[src/design/dqrb_pkg.sv]
// shared types, constants and small functions of the dead-zone quantizer block
// no dependencies; imported by the front end, queue, back end and top level
package dqrb_pkg;

  // block geometry (4x4 coefficients, raster order)
  localparam int BLOCK_LEN = 16;
  localparam int POS_W     = 4;
  localparam int CNT_W     = 5;

  // accumulator and datapath widths
  localparam int COEF_W  = 16;
  localparam int BITS_W  = 9;
  localparam int RATE_W  = 10;
  localparam int COST_W  = 26;
  localparam int GAIN_W  = 36;
  localparam int OUT_GAIN_W = 32;
  localparam int TOTAL_CNT_W = 24;

  localparam logic signed [31:0] ROUND_HALF = 32'sd32768;

  // configuration port
  localparam int CFG_INDEX_W = 2;
  localparam int CFG_DATA_W  = 16;
  localparam logic [CFG_INDEX_W-1:0] REG_QUANT_STEP   = 2'd0;
  localparam logic [CFG_INDEX_W-1:0] REG_INVERSE_STEP = 2'd1;
  localparam logic [CFG_INDEX_W-1:0] REG_DEAD_ZONE    = 2'd2;
  localparam logic [CFG_INDEX_W-1:0] REG_LAMBDA       = 2'd3;

  typedef struct packed {
    logic [14:0] quant_step;
    logic [14:0] inverse_step;
    logic [13:0] dead_zone;
    logic [15:0] lambda;
  } dqrb_cfg_t;

  // one classified coefficient as it waits in the queue
  typedef struct packed {
    logic signed [COEF_W-1:0] coef;
    logic signed [COEF_W-1:0] q;
    logic                     zeroed;
  } dqrb_item_t;

  // side-information cost by number of nonzero coefficients
  function automatic logic [5:0] count_bits(input logic [CNT_W-1:0] cnt);
    logic [5:0] r;
    case (cnt)
      5'd0:  r = 6'd8;
      5'd1:  r = 6'd16;
      5'd2:  r = 6'd22;
      5'd3:  r = 6'd26;
      5'd4:  r = 6'd30;
      5'd5:  r = 6'd32;
      5'd6:  r = 6'd34;
      5'd7:  r = 6'd35;
      5'd8:  r = 6'd35;
      5'd9:  r = 6'd35;
      5'd10: r = 6'd34;
      5'd11: r = 6'd32;
      5'd12: r = 6'd30;
      5'd13: r = 6'd26;
      5'd14: r = 6'd22;
      5'd15: r = 6'd16;
      5'd16: r = 6'd8;
      default: r = 6'd0;
    endcase
    return r;
  endfunction

  // position of the highest set bit plus one
  function automatic logic [4:0] bit_length(input logic [15:0] v);
    logic [4:0] n;
    n = '0;
    for (int i = 0; i < 16; i++) begin
      if (v[i]) n = 5'(i + 1);
    end
    return n;
  endfunction

endpackage

[src/design/dqrb_front.sv]
// front end: takes coefficients, applies the dead zone and quantizes
// depends on dqrb_pkg; feeds dqrb_queue
module dqrb_front (
  input  logic                              coef_valid,
  output logic                              coef_stall,
  input  logic signed [15:0]                coefficient,
  input  dqrb_pkg::dqrb_cfg_t               cfg,
  input  logic                              queue_full,
  output logic                              push,
  output dqrb_pkg::dqrb_item_t              item
);
  import dqrb_pkg::*;

  logic signed [16:0] thr;
  logic signed [16:0] coef_ext;
  logic signed [31:0] prod;
  logic signed [31:0] rounded;
  logic               in_zone;

  assign coef_stall = queue_full;
  assign push       = coef_valid && !queue_full;

  assign thr      = signed'({3'b000, cfg.dead_zone});
  assign coef_ext = 17'(coefficient);
  assign in_zone  = (coef_ext >= -thr) && (coef_ext <= thr);

  // floor((x * inverse_step + half) / 65536) is the upper half of the sum
  assign prod    = 32'(coefficient) * signed'({17'd0, cfg.inverse_step});
  assign rounded = prod + ROUND_HALF;

  assign item.coef   = coefficient;
  assign item.q      = signed'(rounded[31:16]);
  assign item.zeroed = in_zone;
endmodule

[src/design/dqrb_queue.sv]
// small register queue between the front end and the back end
// depends on dqrb_pkg for the item type
module dqrb_queue #(
  parameter int DEPTH = 4
) (
  input  logic                 clk,
  input  logic                 rst,
  input  logic                 push,
  input  dqrb_pkg::dqrb_item_t push_item,
  input  logic                 pop,
  output logic                 full,
  output logic                 not_empty,
  output dqrb_pkg::dqrb_item_t head
);
  import dqrb_pkg::*;

  localparam int PTR_W = $clog2(DEPTH);
  localparam int CNT_W_Q = $clog2(DEPTH + 1);
  localparam logic [PTR_W-1:0] LAST_PTR = PTR_W'(DEPTH - 1);

  dqrb_item_t         entries [DEPTH];
  logic [PTR_W-1:0]   wr_ptr;
  logic [PTR_W-1:0]   rd_ptr;
  logic [CNT_W_Q-1:0] count;

  assign full      = (count == CNT_W_Q'(DEPTH));
  assign not_empty = (count != '0);
  assign head      = entries[rd_ptr];

  always_ff @(posedge clk) begin
    if (rst) begin
      wr_ptr <= '0;
      rd_ptr <= '0;
      count  <= '0;
    end else begin
      if (push) begin
        wr_ptr <= (wr_ptr == LAST_PTR) ? '0 : wr_ptr + 1'b1;
      end
      if (pop) begin
        rd_ptr <= (rd_ptr == LAST_PTR) ? '0 : rd_ptr + 1'b1;
      end
      if (push && !pop) begin
        count <= count + 1'b1;
      end else if (pop && !push) begin
        count <= count - 1'b1;
      end
    end
  end

  always_ff @(posedge clk) begin
    if (push) begin
      entries[wr_ptr] <= push_item;
    end
  end
endmodule

[src/design/dqrb_back.sv]
// back end: error, gain and rate accumulation, block decision, result register
// depends on dqrb_pkg; drains dqrb_queue
module dqrb_back (
  input  logic                 clk,
  input  logic                 rst,
  input  dqrb_pkg::dqrb_cfg_t  cfg,
  input  logic                 item_ready,
  input  dqrb_pkg::dqrb_item_t item,
  output logic                 pop,
  output logic                 result_valid,
  input  logic                 result_stall,
  output logic [15:0]          code,
  output logic                 block_end,
  output logic [31:0]          block_gain,
  output logic                 significant,
  output logic [14:0]          running_max,
  output logic signed [15:0]   running_min,
  output logic [23:0]          running_count
);
  import dqrb_pkg::*;

  typedef enum logic [5:0] {
    ST_IDLE   = 6'b000001,
    ST_ERR    = 6'b000010,
    ST_SQ     = 6'b000100,
    ST_COST   = 6'b001000,
    ST_DECIDE = 6'b010000,
    ST_EMIT   = 6'b100000
  } back_state_t;

  localparam logic [POS_W-1:0] LAST_POS = POS_W'(BLOCK_LEN - 1);

  back_state_t state;

  // per-block state and running totals
  logic [POS_W-1:0]         position;
  logic signed [GAIN_W-1:0] gain_acc;
  logic [BITS_W-1:0]        bits_acc;
  logic [CNT_W-1:0]         nonzero;
  logic signed [15:0]       block_max;
  logic signed [15:0]       block_min;
  logic signed [15:0]       total_max;
  logic signed [15:0]       total_min;
  logic [TOTAL_CNT_W-1:0]   total_count;

  // work registers of the item in flight
  dqrb_item_t               w_item;
  logic signed [15:0]       w_err;
  logic [15:0]              w_code;
  logic                     w_end;
  logic [RATE_W-1:0]        rate;
  logic [COST_W-1:0]        cost;
  logic [OUT_GAIN_W-1:0]    res_gain;
  logic                     res_sig;

  // datapath
  logic [30:0]              qmul;
  logic signed [15:0]       err_w;
  logic [15:0]              q_mag;
  logic [15:0]              code_w;
  logic signed [31:0]       sq_x;
  logic signed [31:0]       sq_e;
  logic signed [32:0]       sq_diff;
  logic [RATE_W-1:0]        rate_w;
  logic signed [GAIN_W-1:0] cost_ext;
  logic signed [GAIN_W-1:0] net;
  logic [TOTAL_CNT_W:0]     cnt_sum;
  logic                     emit_ok;

  assign pop     = (state == ST_IDLE) && item_ready;
  assign emit_ok = !result_valid || !result_stall;

  assign qmul   = $unsigned(w_item.q) * cfg.quant_step;
  assign err_w  = w_item.coef - signed'(qmul[15:0]);
  assign q_mag  = w_item.q[15] ? 16'(-w_item.q) : w_item.q;
  assign code_w = {q_mag[14:0], w_item.q[15]};

  assign sq_x    = 32'(w_item.coef) * 32'(w_item.coef);
  assign sq_e    = 32'(w_err) * 32'(w_err);
  assign sq_diff = 33'(sq_x) - 33'(sq_e);

  assign rate_w = RATE_W'({bits_acc + BITS_W'(nonzero), 1'b0})
                + RATE_W'(count_bits(nonzero));

  assign cost_ext = signed'({{(GAIN_W - COST_W){1'b0}}, cost});
  assign net      = gain_acc - cost_ext;
  assign cnt_sum  = {1'b0, total_count} + (TOTAL_CNT_W + 1)'(nonzero);

  always_ff @(posedge clk) begin
    if (rst) begin
      state        <= ST_IDLE;
      position     <= '0;
      gain_acc     <= '0;
      bits_acc     <= '0;
      nonzero      <= '0;
      block_max    <= '0;
      block_min    <= '0;
      total_max    <= '0;
      total_min    <= '0;
      total_count  <= '0;
      result_valid <= 1'b0;
    end else begin
      // emit state refills the register itself when the old result leaves
      if (result_valid && !result_stall && (state != ST_EMIT)) begin
        result_valid <= 1'b0;
      end
      case (state)
        ST_IDLE: begin
          if (item_ready) state <= ST_ERR;
        end
        ST_ERR: begin
          if (!w_item.zeroed) begin
            bits_acc <= bits_acc + BITS_W'(bit_length(code_w));
            nonzero  <= nonzero + 1'b1;
            if (w_item.q > block_max) block_max <= w_item.q;
            if (w_item.q < block_min) block_min <= w_item.q;
          end
          state <= ST_SQ;
        end
        ST_SQ: begin
          if (!w_item.zeroed) begin
            gain_acc <= gain_acc + GAIN_W'(sq_diff);
          end
          if (position == LAST_POS) begin
            state <= ST_COST;
          end else begin
            position <= position + 1'b1;
            state    <= ST_EMIT;
          end
        end
        ST_COST: begin
          state <= ST_DECIDE;
        end
        ST_DECIDE: begin
          if (gain_acc > cost_ext) begin
            if (block_max > total_max) total_max <= block_max;
            if (block_min < total_min) total_min <= block_min;
            total_count <= cnt_sum[TOTAL_CNT_W] ? '1 : cnt_sum[TOTAL_CNT_W-1:0];
          end
          position  <= '0;
          gain_acc  <= '0;
          bits_acc  <= '0;
          nonzero   <= '0;
          block_max <= '0;
          block_min <= '0;
          state     <= ST_EMIT;
        end
        ST_EMIT: begin
          if (emit_ok) begin
            result_valid <= 1'b1;
            state        <= ST_IDLE;
          end
        end
        default: state <= ST_IDLE;
      endcase
    end
  end

  // payload registers
  always_ff @(posedge clk) begin
    case (state)
      ST_IDLE: begin
        if (item_ready) w_item <= item;
      end
      ST_ERR: begin
        w_err  <= err_w;
        w_code <= w_item.zeroed ? 16'd0 : code_w;
      end
      ST_SQ: begin
        rate     <= rate_w;
        w_end    <= (position == LAST_POS);
        res_gain <= '0;
        res_sig  <= 1'b0;
      end
      ST_COST: begin
        cost <= cfg.lambda * rate;
      end
      ST_DECIDE: begin
        if (gain_acc > cost_ext) begin
          res_sig  <= 1'b1;
          res_gain <= (net[GAIN_W-1:OUT_GAIN_W] != '0) ? '1 : net[OUT_GAIN_W-1:0];
        end
      end
      ST_EMIT: begin
        if (emit_ok) begin
          code          <= w_code;
          block_end     <= w_end;
          block_gain    <= res_gain;
          significant   <= res_sig;
          running_max   <= total_max[14:0];
          running_min   <= total_min;
          running_count <= total_count;
        end
      end
      default: ;
    endcase
  end
endmodule

[src/design/deadzone_quant_rd_block_core.sv]
// top level of the dead-zone quantizer with per-block rate-distortion decision
// depends on dqrb_pkg, dqrb_front, dqrb_queue and dqrb_back
//
// Coefficients of 4x4 blocks arrive in raster order on the coef channel, one
// result per coefficient leaves on the result channel. The front end applies
// the dead zone and quantizes in the accepting cycle and drops the item into
// a queue of QUEUE_DEPTH entries; the back-end sequencer then computes the
// reconstruction error, accumulates gain and rate and, on the 16th
// coefficient, compares the gain with lambda times rate. The back end handles
// one item at a time: error and square steps for every coefficient, then
// cost and decision steps for the last one of a block, then the emit step.
// A finished result sits in an output register while the back end already
// works on the next queued item, and the front end keeps accepting until the
// queue fills. running_* reflect totals over significant blocks after the
// item; block_gain and significant are zero except on the block_end result.
// Configuration is written through cfg_write / cfg_index / cfg_data and must
// only change while the block is idle.
module deadzone_quant_rd_block_core #(
  parameter int QUEUE_DEPTH = 4
) (
  input  logic                              clk,
  input  logic                              rst,
  // configuration
  input  logic                              cfg_write,
  input  logic [dqrb_pkg::CFG_INDEX_W-1:0]  cfg_index,
  input  logic [dqrb_pkg::CFG_DATA_W-1:0]   cfg_data,
  // coefficient channel
  input  logic                              coef_valid,
  output logic                              coef_stall,
  input  logic signed [15:0]                coefficient,
  // result channel
  output logic                              result_valid,
  input  logic                              result_stall,
  output logic [15:0]                       code,
  output logic                              block_end,
  output logic [31:0]                       block_gain,
  output logic                              significant,
  output logic [14:0]                       running_max,
  output logic signed [15:0]                running_min,
  output logic [23:0]                       running_count
);
  import dqrb_pkg::*;

  dqrb_cfg_t  cfg;
  dqrb_item_t front_item;
  dqrb_item_t head_item;
  logic       push;
  logic       pop;
  logic       queue_full;
  logic       queue_not_empty;

  // configuration registers, unknown indices ignored
  always_ff @(posedge clk) begin
    if (rst) begin
      cfg.quant_step   <= 15'd1;
      cfg.inverse_step <= 15'd32767;
      cfg.dead_zone    <= 14'd0;
      cfg.lambda       <= 16'd0;
    end else if (cfg_write) begin
      case (cfg_index)
        REG_QUANT_STEP:   cfg.quant_step   <= cfg_data[14:0];
        REG_INVERSE_STEP: cfg.inverse_step <= cfg_data[14:0];
        REG_DEAD_ZONE:    cfg.dead_zone    <= cfg_data[13:0];
        REG_LAMBDA:       cfg.lambda       <= cfg_data[15:0];
        default: ;
      endcase
    end
  end

  // dead zone and quantization, accepted straight into the queue
  dqrb_front u_front (
    .coef_valid  (coef_valid),
    .coef_stall  (coef_stall),
    .coefficient (coefficient),
    .cfg         (cfg),
    .queue_full  (queue_full),
    .push        (push),
    .item        (front_item)
  );

  // decouples intake from the multi-cycle back end
  dqrb_queue #(
    .DEPTH (QUEUE_DEPTH)
  ) u_queue (
    .clk       (clk),
    .rst       (rst),
    .push      (push),
    .push_item (front_item),
    .pop       (pop),
    .full      (queue_full),
    .not_empty (queue_not_empty),
    .head      (head_item)
  );

  // accumulation, block decision and result register
  dqrb_back u_back (
    .clk           (clk),
    .rst           (rst),
    .cfg           (cfg),
    .item_ready    (queue_not_empty),
    .item          (head_item),
    .pop           (pop),
    .result_valid  (result_valid),
    .result_stall  (result_stall),
    .code          (code),
    .block_end     (block_end),
    .block_gain    (block_gain),
    .significant   (significant),
    .running_max   (running_max),
    .running_min   (running_min),
    .running_count (running_count)
  );
endmodule

[config.mk]
export PLATFORM = sky130hd
export DESIGN_NAME = deadzone_quant_rd_block_core
export DESIGN_NICKNAME = d
export VERILOG_FILES = /design/src/design/dqrb_pkg.sv /design/src/design/dqrb_front.sv /design/src/design/dqrb_queue.sv /design/src/design/dqrb_back.sv /design/src/design/deadzone_quant_rd_block_core.sv
export SDC_FILE = /design/constraint.sdc
export NUM_CORES = 2
export LEC_CHECK = 0
export BUFFER_PORTS_ARGS = -buffer_cell sky130_fd_sc_hd__buf_2
export CAP_MARGIN = 20
export CORE_MARGIN = 2
export CORE_UTILIZATION = 60
export CTS_BUF_LIST = sky130_fd_sc_hd__clkbuf_4
export DETAILED_ROUTE_END_ITERATION = 10
export GPL_ROUTABILITY_DRIVEN = 0
export GPL_TIMING_DRIVEN = 1
export PLACE_DENSITY = 0.85
export SYNTH_ARGS = -nofsm -noshare
export SYNTH_HDL_FRONTEND = slang
export SYNTH_SLANG_ARGS = --single-unit
[constraint.sdc]
create_clock -name clk -period 20 [get_ports clk]
set_input_delay 4 -clock clk [delete_from_list [all_inputs] [get_ports clk]]
set_output_delay 4 -clock clk [all_outputs]
set_load 0.02 [all_outputs]
==> summary.md <==
| Metric | Value |
|---|---|
| Outcome | finished, final reports clean |
| Number of buffers created by CTS | roughly 150 |
| Syn Nets | between 8,000 and 9,000 |
| Final Critical Period | approximately 10,000 ps |
| Register area share after synthesis | 24.0% |
| Final Cell Area | 69,200 sq um |
| Rel. slew slack | approximately a quarter |
| Crit path max fanout | 14 |
| Hold buffers post-CTS | 0 |
| RSZ-0062 raised after global routing | false |
| CTS tree | built |
| Die area | approximately 110,000 sq um |
| Postcts setup bufs | 0 |
| Net count, final | 8,188 |
| Share of layout cells above drive strength 1 | ~7.7% |
| Mapped Avg Cell Area | between 10 and 15 sq um |
| Clk_lat worst skew | 1200 ps |
| DR pass1 iterations | 5 |
| Post-synth EDFFs | approximately 370 |
| DR DRC count | 0 |
| CTS resizes | 0 |
| Worst Setup Path Type | reg -> reg |
| Worst Path Required | about 21,000 ps |
| Final hold vios | 0 |
| Commonest cells after routing, fill and taps aside | inv_1, fa_1, nand2_1, ha_1, edfxtp_1 |
| Post-DP Area | around 67,000 sq um |
| Post-Place Worst Slack | approximately 9000 ps |
| Crit path DAT | between 10,000 and 15,000 ps |
| DRT Wirelength | ~160 mm |
| Clock skew | 107 ps |
| WL/cell | ~20 um |
| Met3 WL | around 16 mm |
| Fin. max-slew vios | 0 |
| Number of max-cap violations | 0 |
| Row count | 120 |
| # IOs | around 150 |
| Slew @ Worst Pin | roughly 1100 ps |
| Final hold slack | 352 ps |
| Asr flop ratio synth | 0% |
| Setup TNS | 0 ps |
| Largest net degree at the start of global routing | 90 |
| Filler cells | approximately 7,800 |
| Core area | ~110,000 sq um |
| Input/output buffers | roughly 150 |
| GRT Util Overall | just over 30% |
| Clock-pin slew on the worst setup and hold paths | 100 ps |
| Post-route clock period utilization | 50.2% |
| Starting density of the core | roughly 61% |
| Area Overhead vs Synth | 6.23% |
| Worst setup EP type | flop |
| Syn Inst Count | ~6,400 |
| Area leader, netlist | fa_1 |
| CTS H-tree depth | 4 |
| Die X-Extent | between 300 and 400 um |
| Final setup viols | 0 |
| Reg area | between 15,000 and 20,000 sq um |
| DRT iter0 DRCs | roughly 3,900 |
| FMAX | around 0.10 GHz |
| Top FF cell, synth | edfxtp_1 |
| Clk sink count | about 600 |
| Detail Placement HPWL | roughly 130 mm |
| Most common cell after layout, fill and taps aside | inv_1 |
| Root Buffer | clkbuf_4 |
| Synth Warn # | 0 |
| Mapped cell area | 65,200 sq um |
| Hold Path Class | reg -> reg |
| Vias in the first global route | between 50,000 and 60,000 |
| First-pass GRT wire length | around 260 mm |
| Via-to-Cell Ratio | between 5 and 6 |
| Initial antenna violation count | 4 |
| Chip Height | 334 um |
| Footprint of the multi-input gates | between 40,000 and 50,000 sq um |
| Final WS setup | 9960 ps |
| Top post-synthesis cells by area | fa_1, edfxtp_1, ha_1 |
| Clock Tree Buf Depth | 3 |
| Yosys reg bits | a little under 600 |
| Vias | 46,318 |
| Routed met2 length | just under 80 mm |
| Highest Signal Layer | met5 |
| Wl on met1 | 59.8 mm |
| Post-route ant nets | 0 |
| Library cells used by synthesis | 87 |
| Gr ovfl total | 0 |
| Crit start category | flop |
| Post-synth top area share | around 33% |
==> state kept, by name, summed over array words and instances (netlist names), 24 cells and up, named ones only <==
signal	flops
u_back.total_count	24
u_back.running_count	24
u_back.w_item	32
u_back.res_gain	32
u_back.block_gain	32
u_queue.entries	132
u_back.gain_acc	36
u_back.cost	26
cfg	60
==> final timing paths <==
path / startpoint / end / slack (ps) / depth (start not counted)
max reg2reg: u_back.w_item[19] / u_back.gain_acc[31] / 9960 / 27
min reg2reg: u_back.w_code[14] / u_back.code[14] / 350 / 0
max: u_back.w_item[19] / u_back.gain_acc[31] / 9960 / 27
min: u_back.w_code[14] / u_back.code[14] / 350 / 0
==> area by class of cell <==
class	instances	share of cell area, %
clock inverter	61	0.658
clock buffer	213	2.31
timing repair buffer	190	1.57
antenna	5	0.0181
tap	1403	2.54
multi-input combinational	4141	62.5
sequential	594	22.6
inverter	1455	7.89
==> metal layers <==
metal	global-route usage, %	up-vias
li1	-	20286
met1	36.9	23035
met2	49.9	2345
met3	7.51	650
met4	18.3	2
met5	0	-
==> per-stage QoR <==
stage	std cells	util [%]
3_3_place_gp	7781	62.5
4_1_cts	8056	64.5
5_1_grt	8061	64.5
3_5_place_dp	7782	62.5
2_1_floorplan	6412	-
6_report	8062	64.5
==> synth_stat cells (8+ instances only) <==
| cell | count |
|---|---|
| mux2i_1 | 59 |
| o21a_1 | 24 |
| and3_1 | 19 |
| buf_2 | 9 |
| nor4_1 | 16 |
| mux4_2 | 33 |
| nand3_1 | 60 |
| buf_1 | 8 |
| a211o_1 | 10 |
| a21o_1 | 74 |
| nand4_1 | 39 |
| ha_1 | 550 |
| nand2b_1 | 37 |
| a31oi_1 | 16 |
| edfxtp_1 | 372 |
| nand2_1 | 622 |
| nor2b_1 | 41 |
| clkbuf_1 | 201 |
| a21oi_1 | 228 |
| or3_1 | 11 |
| o21bai_1 | 20 |
| a22o_1 | 10 |
| a211oi_1 | 17 |
| nor3_1 | 38 |
| o31ai_2 | 10 |
| nand3b_1 | 24 |
| dfxtp_1 | 222 |
| xnor2_1 | 154 |
| o21ai_0 | 100 |
| nor3b_1 | 9 |
| o211ai_1 | 9 |
| and2_1 | 348 |
| inv_1 | 1448 |
| o31ai_1 | 14 |
| or2_2 | 15 |
| fa_1 | 1066 |
| xor2_1 | 74 |
| nor2_1 | 284 |
==> critical path: stages (launching register included) <==
cell and delay [ps]:
edfxtp_1 1090, clkinv_1 930, nor2_1 320, fa_1 480, inv_1 240, fa_1 570
inv_1 520, fa_1 590, inv_1 120, fa_1 420, fa_1 530, inv_1 60
fa_1 450, fa_1 530, inv_1 60, fa_1 550, inv_1 70, ha_1 360
a21o_1 220, a21oi_1 190, o21ai_0 170, a311oi_1 230, o311ai_0 300, a31oi_1 360
o21bai_1 100, a21oi_1 200, xnor2_1 100, a22o_1 190
==> kinds of logic after synthesis <==
logic type                 share of synthesized area, %
xor gates and xnor gates                           3.06
and+or+nand+nor                                    11.8
muxes                                              2.10
DFF                                                24.0
adders and majority gates                          43.3
buffers and inverters                              9.71
AOI/OAI and AO/OA                                  6.06
Power is left out: the tool's default activity adds up to more than one toggle a clock period on the data nets, which glitch-free logic cannot reach.
